===== src/rtl/ncnt_pkg.sv =====
package ncnt_pkg;

  localparam int ValueW      = 32;
  localparam int TokenW      = 4;
  localparam int DigitW      = 4;
  localparam int NumDigits   = 10;
  localparam int BcdW        = NumDigits * DigitW;
  localparam int PosW        = 4;
  localparam int BitsPerStep = 4;
  localparam int ConvSteps   = ValueW / BitsPerStep;
  localparam int ConvCntW    = $clog2(ConvSteps);

  localparam logic [TokenW-1:0] TOK_ZERO = 4'd0;
  localparam logic [TokenW-1:0] TOK_TEN  = 4'd10;
  localparam logic [TokenW-1:0] TOK_WAN  = 4'd13;
  localparam logic [TokenW-1:0] TOK_YI   = 4'd14;

  localparam logic [1:0] KIND_ZERO  = 2'd0;
  localparam logic [1:0] KIND_GLYPH = 2'd1;
  localparam logic [1:0] KIND_UNIT  = 2'd2;
  localparam logic [1:0] KIND_GWORD = 2'd3;

  typedef struct packed {
    logic            load;
    logic            conv;
    logic            emit;
    logic [1:0]      kind;
    logic [PosW-1:0] pos;
  } ncnt_cmd_t;

  typedef struct packed {
    logic out_free;
    logic digit_nz;
    logic group_nz;
  } ncnt_status_t;

endpackage


===== src/rtl/ncnt_value_if.sv =====
interface ncnt_value_if import ncnt_pkg::*; ();
  logic              valid;
  logic              ready;
  logic [ValueW-1:0] value;

  modport source (output valid, output value, input ready);
  modport sink   (input valid, input value, output ready);
endinterface


===== src/rtl/ncnt_token_if.sv =====
interface ncnt_token_if import ncnt_pkg::*; ();
  logic              valid;
  logic              ready;
  logic [TokenW-1:0] token;
  logic              last;

  modport source (output valid, output token, output last, input ready);
  modport sink   (input valid, input token, input last, output ready);
endinterface


===== src/rtl/number_to_chinese_numeral_tokens_top.sv =====
// Spells a 32-bit unsigned value as Chinese numeral tokens, most significant
// first, with last set on the final token; a value of zero produces no tokens.
// One value is in flight at a time: the transfer cycle loads it, then the
// converter turns it into ten decimal digits (four bits per cycle), and the
// digit sequencer walks the ten places from the most significant, emitting
// a glyph for each nonzero digit with its place unit where it has one, and a
// group word after each nonzero upper group; a zero token goes out while the
// sequencer is at the place of the nonzero digit that follows it. Emitting
// waits while the output side stalls. The final token may still wait in the
// output register while the next value is taken.
module number_to_chinese_numeral_tokens_top import ncnt_pkg::*; (
  input logic         clk,
  input logic         rst,
  ncnt_value_if.sink  value_in,
  ncnt_token_if.source token_out
);

  ncnt_cmd_t    cmd;
  ncnt_status_t status;

  ncnt_controller u_ctrl (
    .clk      (clk),
    .rst      (rst),
    .in_valid (value_in.valid),
    .in_ready (value_in.ready),
    .status   (status),
    .cmd      (cmd)
  );

  ncnt_datapath u_dp (
    .clk       (clk),
    .rst       (rst),
    .value     (value_in.value),
    .cmd       (cmd),
    .status    (status),
    .out_valid (token_out.valid),
    .out_ready (token_out.ready),
    .token     (token_out.token),
    .last      (token_out.last)
  );

endmodule


===== src/rtl/ncnt_datapath.sv =====
module ncnt_datapath import ncnt_pkg::*; (
  input  logic              clk,
  input  logic              rst,
  input  logic [ValueW-1:0] value,
  input  ncnt_cmd_t         cmd,
  output ncnt_status_t      status,
  output logic              out_valid,
  input  logic              out_ready,
  output logic [TokenW-1:0] token,
  output logic              last
);

  logic [ValueW-1:0] bin;
  logic [ValueW-1:0] bin_next;
  logic [BcdW-1:0]   bcd;
  logic [BcdW-1:0]   bcd_next;
  logic [DigitW-1:0] dig [NumDigits];
  logic [NumDigits-1:0] nz;
  logic              group_nz;
  logic              rest_zero;
  logic [DigitW-1:0] cur_digit;
  logic [TokenW-1:0] tok_sel;
  logic              last_sel;

  always_comb begin
    bcd_next = bcd;
    bin_next = bin;
    for (int k = 0; k < BitsPerStep; k++) begin
      for (int i = 0; i < NumDigits; i++) begin
        if (bcd_next[i*DigitW +: DigitW] >= 4'd5) begin
          bcd_next[i*DigitW +: DigitW] = bcd_next[i*DigitW +: DigitW] + 4'd3;
        end
      end
      bcd_next = {bcd_next[BcdW-2:0], bin_next[ValueW-1]};
      bin_next = {bin_next[ValueW-2:0], 1'b0};
    end
  end

  always_ff @(posedge clk) begin
    if (cmd.load) begin
      bin <= value;
      bcd <= '0;
    end else if (cmd.conv) begin
      bin <= bin_next;
      bcd <= bcd_next;
    end
  end

  always_comb begin
    group_nz  = 1'b0;
    rest_zero = 1'b1;
    for (int i = 0; i < NumDigits; i++) begin
      dig[i] = bcd[i*DigitW +: DigitW];
      nz[i]  = |bcd[i*DigitW +: DigitW];
    end
    for (int i = 0; i < NumDigits; i++) begin
      if (PosW'(i) >> 2 == cmd.pos >> 2) begin
        group_nz = group_nz | nz[i];
      end
      if (PosW'(i) < cmd.pos) begin
        rest_zero = rest_zero & ~nz[i];
      end
    end
  end

  assign cur_digit = dig[cmd.pos];

  always_comb begin
    case (cmd.kind)
      KIND_ZERO: begin
        tok_sel  = TOK_ZERO;
        last_sel = 1'b0;
      end
      KIND_GLYPH: begin
        tok_sel  = cur_digit;
        last_sel = rest_zero && (cmd.pos == '0);
      end
      KIND_UNIT: begin
        tok_sel  = TOK_TEN - 4'd1 + {2'b00, cmd.pos[1:0]};
        last_sel = rest_zero && (cmd.pos[3:2] == 2'b00);
      end
      KIND_GWORD: begin
        tok_sel  = TOK_WAN - 4'd1 + {2'b00, cmd.pos[3:2]};
        last_sel = rest_zero;
      end
      default: begin
        tok_sel  = TOK_ZERO;
        last_sel = 1'b0;
      end
    endcase
  end

  always_ff @(posedge clk) begin
    if (rst) begin
      out_valid <= 1'b0;
    end else if (cmd.emit) begin
      out_valid <= 1'b1;
    end else if (out_ready) begin
      out_valid <= 1'b0;
    end
  end

  always_ff @(posedge clk) begin
    if (cmd.emit) begin
      token <= tok_sel;
      last  <= last_sel;
    end
  end

  assign status.out_free = ~out_valid | out_ready;
  assign status.digit_nz = |cur_digit;
  assign status.group_nz = group_nz;

endmodule


===== src/rtl/ncnt_controller.sv =====
module ncnt_controller import ncnt_pkg::*; (
  input  logic         clk,
  input  logic         rst,
  input  logic         in_valid,
  output logic         in_ready,
  input  ncnt_status_t status,
  output ncnt_cmd_t    cmd
);

  localparam logic [2:0] S_IDLE  = 3'd0;
  localparam logic [2:0] S_CONV  = 3'd1;
  localparam logic [2:0] S_ZERO  = 3'd2;
  localparam logic [2:0] S_GLYPH = 3'd3;
  localparam logic [2:0] S_UNIT  = 3'd4;
  localparam logic [2:0] S_GWORD = 3'd5;

  logic [2:0]          state;
  logic [2:0]          state_next;
  logic [PosW-1:0]     pos;
  logic [PosW-1:0]     pos_next;
  logic [ConvCntW-1:0] cnt;
  logic [ConvCntW-1:0] cnt_next;
  logic                pending;
  logic                pending_next;
  logic                first;
  logic                first_next;

  logic [2:0]      adv_state;
  logic [PosW-1:0] adv_pos;
  logic            adv_clear;

  always_comb begin
    adv_clear = 1'b0;
    adv_state = S_ZERO;
    adv_pos   = pos - 4'd1;
    if (pos[1:0] == 2'b00) begin
      adv_clear = 1'b1;
      if (pos[3:2] != 2'b00 && status.group_nz) begin
        adv_state = S_GWORD;
        adv_pos   = pos;
      end else if (pos == '0) begin
        adv_state = S_IDLE;
        adv_pos   = pos;
      end
    end
  end

  always_comb begin
    state_next   = state;
    pos_next     = pos;
    cnt_next     = cnt;
    pending_next = pending;
    first_next   = first;
    in_ready     = 1'b0;
    cmd.load     = 1'b0;
    cmd.conv     = 1'b0;
    cmd.emit     = 1'b0;
    cmd.kind     = KIND_GLYPH;
    cmd.pos      = pos;
    case (state)
      S_IDLE: begin
        in_ready = 1'b1;
        if (in_valid) begin
          cmd.load     = 1'b1;
          cnt_next     = '0;
          pending_next = 1'b0;
          first_next   = 1'b1;
          state_next   = S_CONV;
        end
      end
      S_CONV: begin
        cmd.conv = 1'b1;
        cnt_next = cnt + 1'b1;
        if (cnt == ConvCntW'(ConvSteps - 1)) begin
          pos_next   = PosW'(NumDigits - 1);
          state_next = S_ZERO;
        end
      end
      S_ZERO: begin
        cmd.kind = KIND_ZERO;
        if (!status.group_nz || !status.digit_nz) begin
          pending_next = 1'b1;
          if (adv_clear) begin
            pending_next = 1'b0;
          end
          state_next = adv_state;
          pos_next   = adv_pos;
        end else if (pending && !first) begin
          if (status.out_free) begin
            cmd.emit     = 1'b1;
            first_next   = 1'b0;
            pending_next = 1'b0;
            state_next   = S_GLYPH;
          end
        end else begin
          pending_next = 1'b0;
          state_next   = S_GLYPH;
        end
      end
      S_GLYPH: begin
        cmd.kind = KIND_GLYPH;
        if (status.out_free) begin
          cmd.emit   = 1'b1;
          first_next = 1'b0;
          if (pos[1:0] != 2'b00) begin
            state_next = S_UNIT;
          end else begin
            if (adv_clear) begin
              pending_next = 1'b0;
            end
            state_next = adv_state;
            pos_next   = adv_pos;
          end
        end
      end
      S_UNIT: begin
        cmd.kind = KIND_UNIT;
        if (status.out_free) begin
          cmd.emit   = 1'b1;
          first_next = 1'b0;
          state_next = adv_state;
          pos_next   = adv_pos;
        end
      end
      S_GWORD: begin
        cmd.kind = KIND_GWORD;
        if (status.out_free) begin
          cmd.emit   = 1'b1;
          first_next = 1'b0;
          pos_next   = pos - 4'd1;
          state_next = S_ZERO;
        end
      end
      default: begin
        state_next = S_IDLE;
      end
    endcase
  end

  always_ff @(posedge clk) begin
    if (rst) begin
      state   <= S_IDLE;
      pos     <= '0;
      cnt     <= '0;
      pending <= 1'b0;
      first   <= 1'b1;
    end else begin
      state   <= state_next;
      pos     <= pos_next;
      cnt     <= cnt_next;
      pending <= pending_next;
      first   <= first_next;
    end
  end

endmodule


===== src/flat_wrapper.sv =====
// flat-port wrapper written by rule: the top's interface ports become plain ports
module number_to_chinese_numeral_tokens_top_flat import ncnt_pkg::*;
  (clk, rst, value_in_valid, value_in_value, value_in_ready, token_out_valid, token_out_token, token_out_last, token_out_ready);
  ncnt_value_if value_in_i ();
  ncnt_token_if token_out_i ();
  input logic clk;
  input logic rst;
  input wire logic [$bits(value_in_i.valid)-1:0] value_in_valid;
  input wire logic [$bits(value_in_i.value)-1:0] value_in_value;
  output wire logic [$bits(value_in_i.ready)-1:0] value_in_ready;
  output wire logic [$bits(token_out_i.valid)-1:0] token_out_valid;
  output wire logic [$bits(token_out_i.token)-1:0] token_out_token;
  output wire logic [$bits(token_out_i.last)-1:0] token_out_last;
  input wire logic [$bits(token_out_i.ready)-1:0] token_out_ready;
  assign value_in_i.valid = value_in_valid;
  assign value_in_i.value = value_in_value;
  assign value_in_ready = value_in_i.ready;
  assign token_out_valid = token_out_i.valid;
  assign token_out_token = token_out_i.token;
  assign token_out_last = token_out_i.last;
  assign token_out_i.ready = token_out_ready;
  number_to_chinese_numeral_tokens_top u_core (.clk(clk), .rst(rst), .value_in(value_in_i), .token_out(token_out_i));
endmodule

===== config.mk =====
export PLATFORM = sky130hd
export DESIGN_NAME = number_to_chinese_numeral_tokens_top_flat
export DESIGN_NICKNAME = d
export VERILOG_FILES = /design/src/rtl/ncnt_pkg.sv /design/src/rtl/ncnt_value_if.sv /design/src/rtl/ncnt_token_if.sv /design/src/rtl/number_to_chinese_numeral_tokens_top.sv /design/src/rtl/ncnt_datapath.sv /design/src/rtl/ncnt_controller.sv /design/src/flat_wrapper.sv
export SDC_FILE = /design/constraint.sdc
export NUM_CORES = 1
export LEC_CHECK = 0
export BUFFER_PORTS_ARGS = -buffer_cell sky130_fd_sc_hd__buf_2
export CELL_PAD_IN_SITES_DETAIL_PLACEMENT = 0
export CELL_PAD_IN_SITES_GLOBAL_PLACEMENT = 1
export CORE_ASPECT_RATIO = 1.25
export CORE_MARGIN = 2
export CORE_UTILIZATION = 45
export DETAILED_ROUTE_END_ITERATION = 10
export GPL_TIMING_DRIVEN = 0
export HOLD_SLACK_MARGIN = 0.15
export PLACE_DENSITY = 0.82
export SYNTH_ARGS = -nofsm -noshare
export SYNTH_HDL_FRONTEND = slang
export SYNTH_SLANG_ARGS = --single-unit

===== constraint.sdc =====
create_clock -name clk -period 14.7 [get_ports clk]
set_clock_uncertainty 0.2 [all_clocks]
set_input_delay 2.94 -clock clk [delete_from_list [all_inputs] [get_ports clk]]
set_output_delay 2.94 -clock clk [all_outputs]
set_load 0.03 [all_outputs]

==> impl_metrics.toml <==
[run_status]
outcome = "completed"

[clock_network]
clockBufferDepth = 2
post_cts_buffers = 0
clkTransAtPathRegs_ps = 70
cts_buffers = 9
insertion_delay_ps = 350
cts_resized = 0
ctsHoldBuffers = 0
cts.htree.levels = 3
cts_tree = "yes"
root_buffer = "clkbuf_16"
numClockSinks = 90

[logic_synthesis]
synth_area_leaders = "ha_1 (14%), edfxtp_1 (12%), dfxtp_1 (11%)"
yosys_warnings = 0
synth_top_area_share_pct = 13.8
synth_fp_nets = 1330
synthArstFlopShare_pct = 0
yosys_register_bits = 90
synth_top_area_cell = "ha_1"
ys.flop_type = "dfxtp_1"
syn_area_per_cell_sq_um = 7.91
synthCells = 1190
synth_area_sq_um = 9410
yosysUniqueCellTypes = 77
synth_common_cells = "nand2_1 (184), ha_1 (104), inv_1 (98), o21ai_0 (73), nor2_1 (71)"
synth-seq-area-share_pct = 23.1
synth_edf_count = 37
yosysMostFrequentCell = "nand2_1"

[worst_setup_path]
cp_slowest_cell = "o311ai_0"
crit_path_end_kind = "flop"
cp_data_required_time_ps = 14710
crit_buf_inv = 5
critical-path-max-stage-delay_ps = 570
startpoint_type = "flop"
crit_family = "compound AO/OA/AOI/OAI gates"
worst-path-max-fanout = 8
reg2regPathDepth = 25
cp.depth = 25
worstSetupPathType = "reg2reg"
worstPathArrival_ps = 5690
critPathMostFrequentCell = "inv_1"

[floorplanning]
rows = 59
die_x_microns = 133
core_sq_um = 20700
ioPinCount = 43
die_area_sq_um = 22100
dieHeight_microns = 166
start_util_pct = 45.5

[grt]
grt-ovfl-total = 0
grt_pass1_vias = 8172
grt_pass1_wl_microns = 39000
globalRouteTotalUtil_pct = 21.3
grt_max_degree = 38
antenna_found_initial = 0

[timing]
period_needed_ps = 5670
fmax_ghz = 0.176
report.final.slew_viol_count = 0
rsz0062_at_grt = "no"
worstMarginPinSlew_ps = 883
maxSlewHeadroom_pct = 41.1
fin_tns_setup_ps = 0
finalHoldViolCount = 0
setup_viol = 0
post-route-period-util_pct = 38.6

[routing]
postRouteAntennaNets = 0
wl_per_cell_microns = 15.5
via_per_inst = 5.67
vias = 8632
post-route-drc-count = 0
drt_iter0_drc = 446
wl_microns = 23500
drtPass1Iterations = 5

[finish]
drive_above_1_share_pct = 8.41
fin_cells = 1522
final_area_sq_um = 10300
layout.nets = 1383
diodes = 0
area_delta_synth_final_pct = 9.00

[placement]
placed_area_sq_um = 9960
hpwl_microns = 18300
place.gp.congestion = 0.883
dp_cells = 1506
port_buffers = 42

[flow_run]
drv_cap = 0

[hold_path]
whs_path_depth = 2
hp-class = "reg2reg"
## cell type report
cell class	count	area (sq um)
fillers	2045	10400
plain buffers	49	223
clock buffers	9	225
inverters	98	368
repair buffers	42	210
well taps	274	343
clock inverters	7	68.8
multi-input cells	953	6650
flip-flops and latches	90	2170
## worst reg2reg max path: stages, from the launching register on
cell,delay [ps]
dfxtp_1,480
inv_1,110
ha_1,250
nor2b_1,180
nor3_1,240
a21o_1,150
inv_1,70
ha_1,170
inv_1,100
nor2_1,70
o31ai_1,380
xnor2_1,280
inv_1,120
ha_1,240
nor2b_1,150
nand2b_1,130
o311ai_0,570
nor2_1,170
o32ai_1,320
inv_1,180
ha_1,250
nand2b_1,140
nand2_1,80
o211a_1,260
xnor2_1,170
a21oi_1,80
## cell families (layout without fill, tap and decap cells)
logic type      Yosys count  after routing  share of synthesized area, %
buf+inv                 147            205                          6.28
fa+ha+maj               104            104                          13.8
flops                    90             90                          23.1
xor+xnor                 31             31                          2.89
simple gates            447            447                          23.2
compound gates          307            307                          22.4
mux                      64             64                          8.37
## flip-flops by register name, indices dropped and copies added, names as in the netlist
name                   cells
u_core.u_ctrl.pos          4
u_core.u_ctrl.cnt          3
u_core.u_dp.bin           32
u_core.u_ctrl.pending      1
u_core.u_dp.token          4
u_core.u_dp.out_valid      1
u_core.u_ctrl.first        1
u_core.u_dp.last           1
u_core.u_dp.bcd           40
u_core.u_ctrl.state        3
## layout by cell type (no fill, tap or decap), drive strengths merged, types with 29 or more instances in the layout
cell type and n:
nand2 184, ha 104, inv 102, o21ai 73, nor2 71, a21oi 55, dfxtp 53, buf 52
clkbuf 48, mux2i 37, edfxtp 37, nor2b 29, nand2b 29
## metrics by stage
stage | setup WS, ps | util, % | hold slack, ps
after CTS | 9070 | 49.6 | 274
after detailed placement | 9120 | 48.2 | 265
after global routing | 8440 | 49.6 | 324
after global placement | 9090 | 48.2 | 257
final | 9030 | 49.6 | 274
after floorplan | 9960 | - | 252
## final timing paths
check	startpoint	endpoint	slack, ps
worst max-delay path	u_core.u_dp.bcd[4]	u_core.u_dp.bcd[13]	9030
worst min-delay path	u_core.u_ctrl.cnt[1]	u_core.u_ctrl.cnt[1]	270
worst max register to register	u_core.u_dp.bcd[4]	u_core.u_dp.bcd[13]	9030
worst min register to register	u_core.u_ctrl.cnt[1]	u_core.u_ctrl.cnt[1]	270
## metal layers
layer	global-route usage, %	routed length [microns]	vias to the layer above
met5	0	0	-
met4	6.48	517	0
li1	-	-	4394
met3	2.51	676	36
met2	38.5	11900	134
met1	26.4	10500	4068
Power is not shown: default switching activity piles up to over one toggle a cycle in this logic, so the estimate is an artifact.
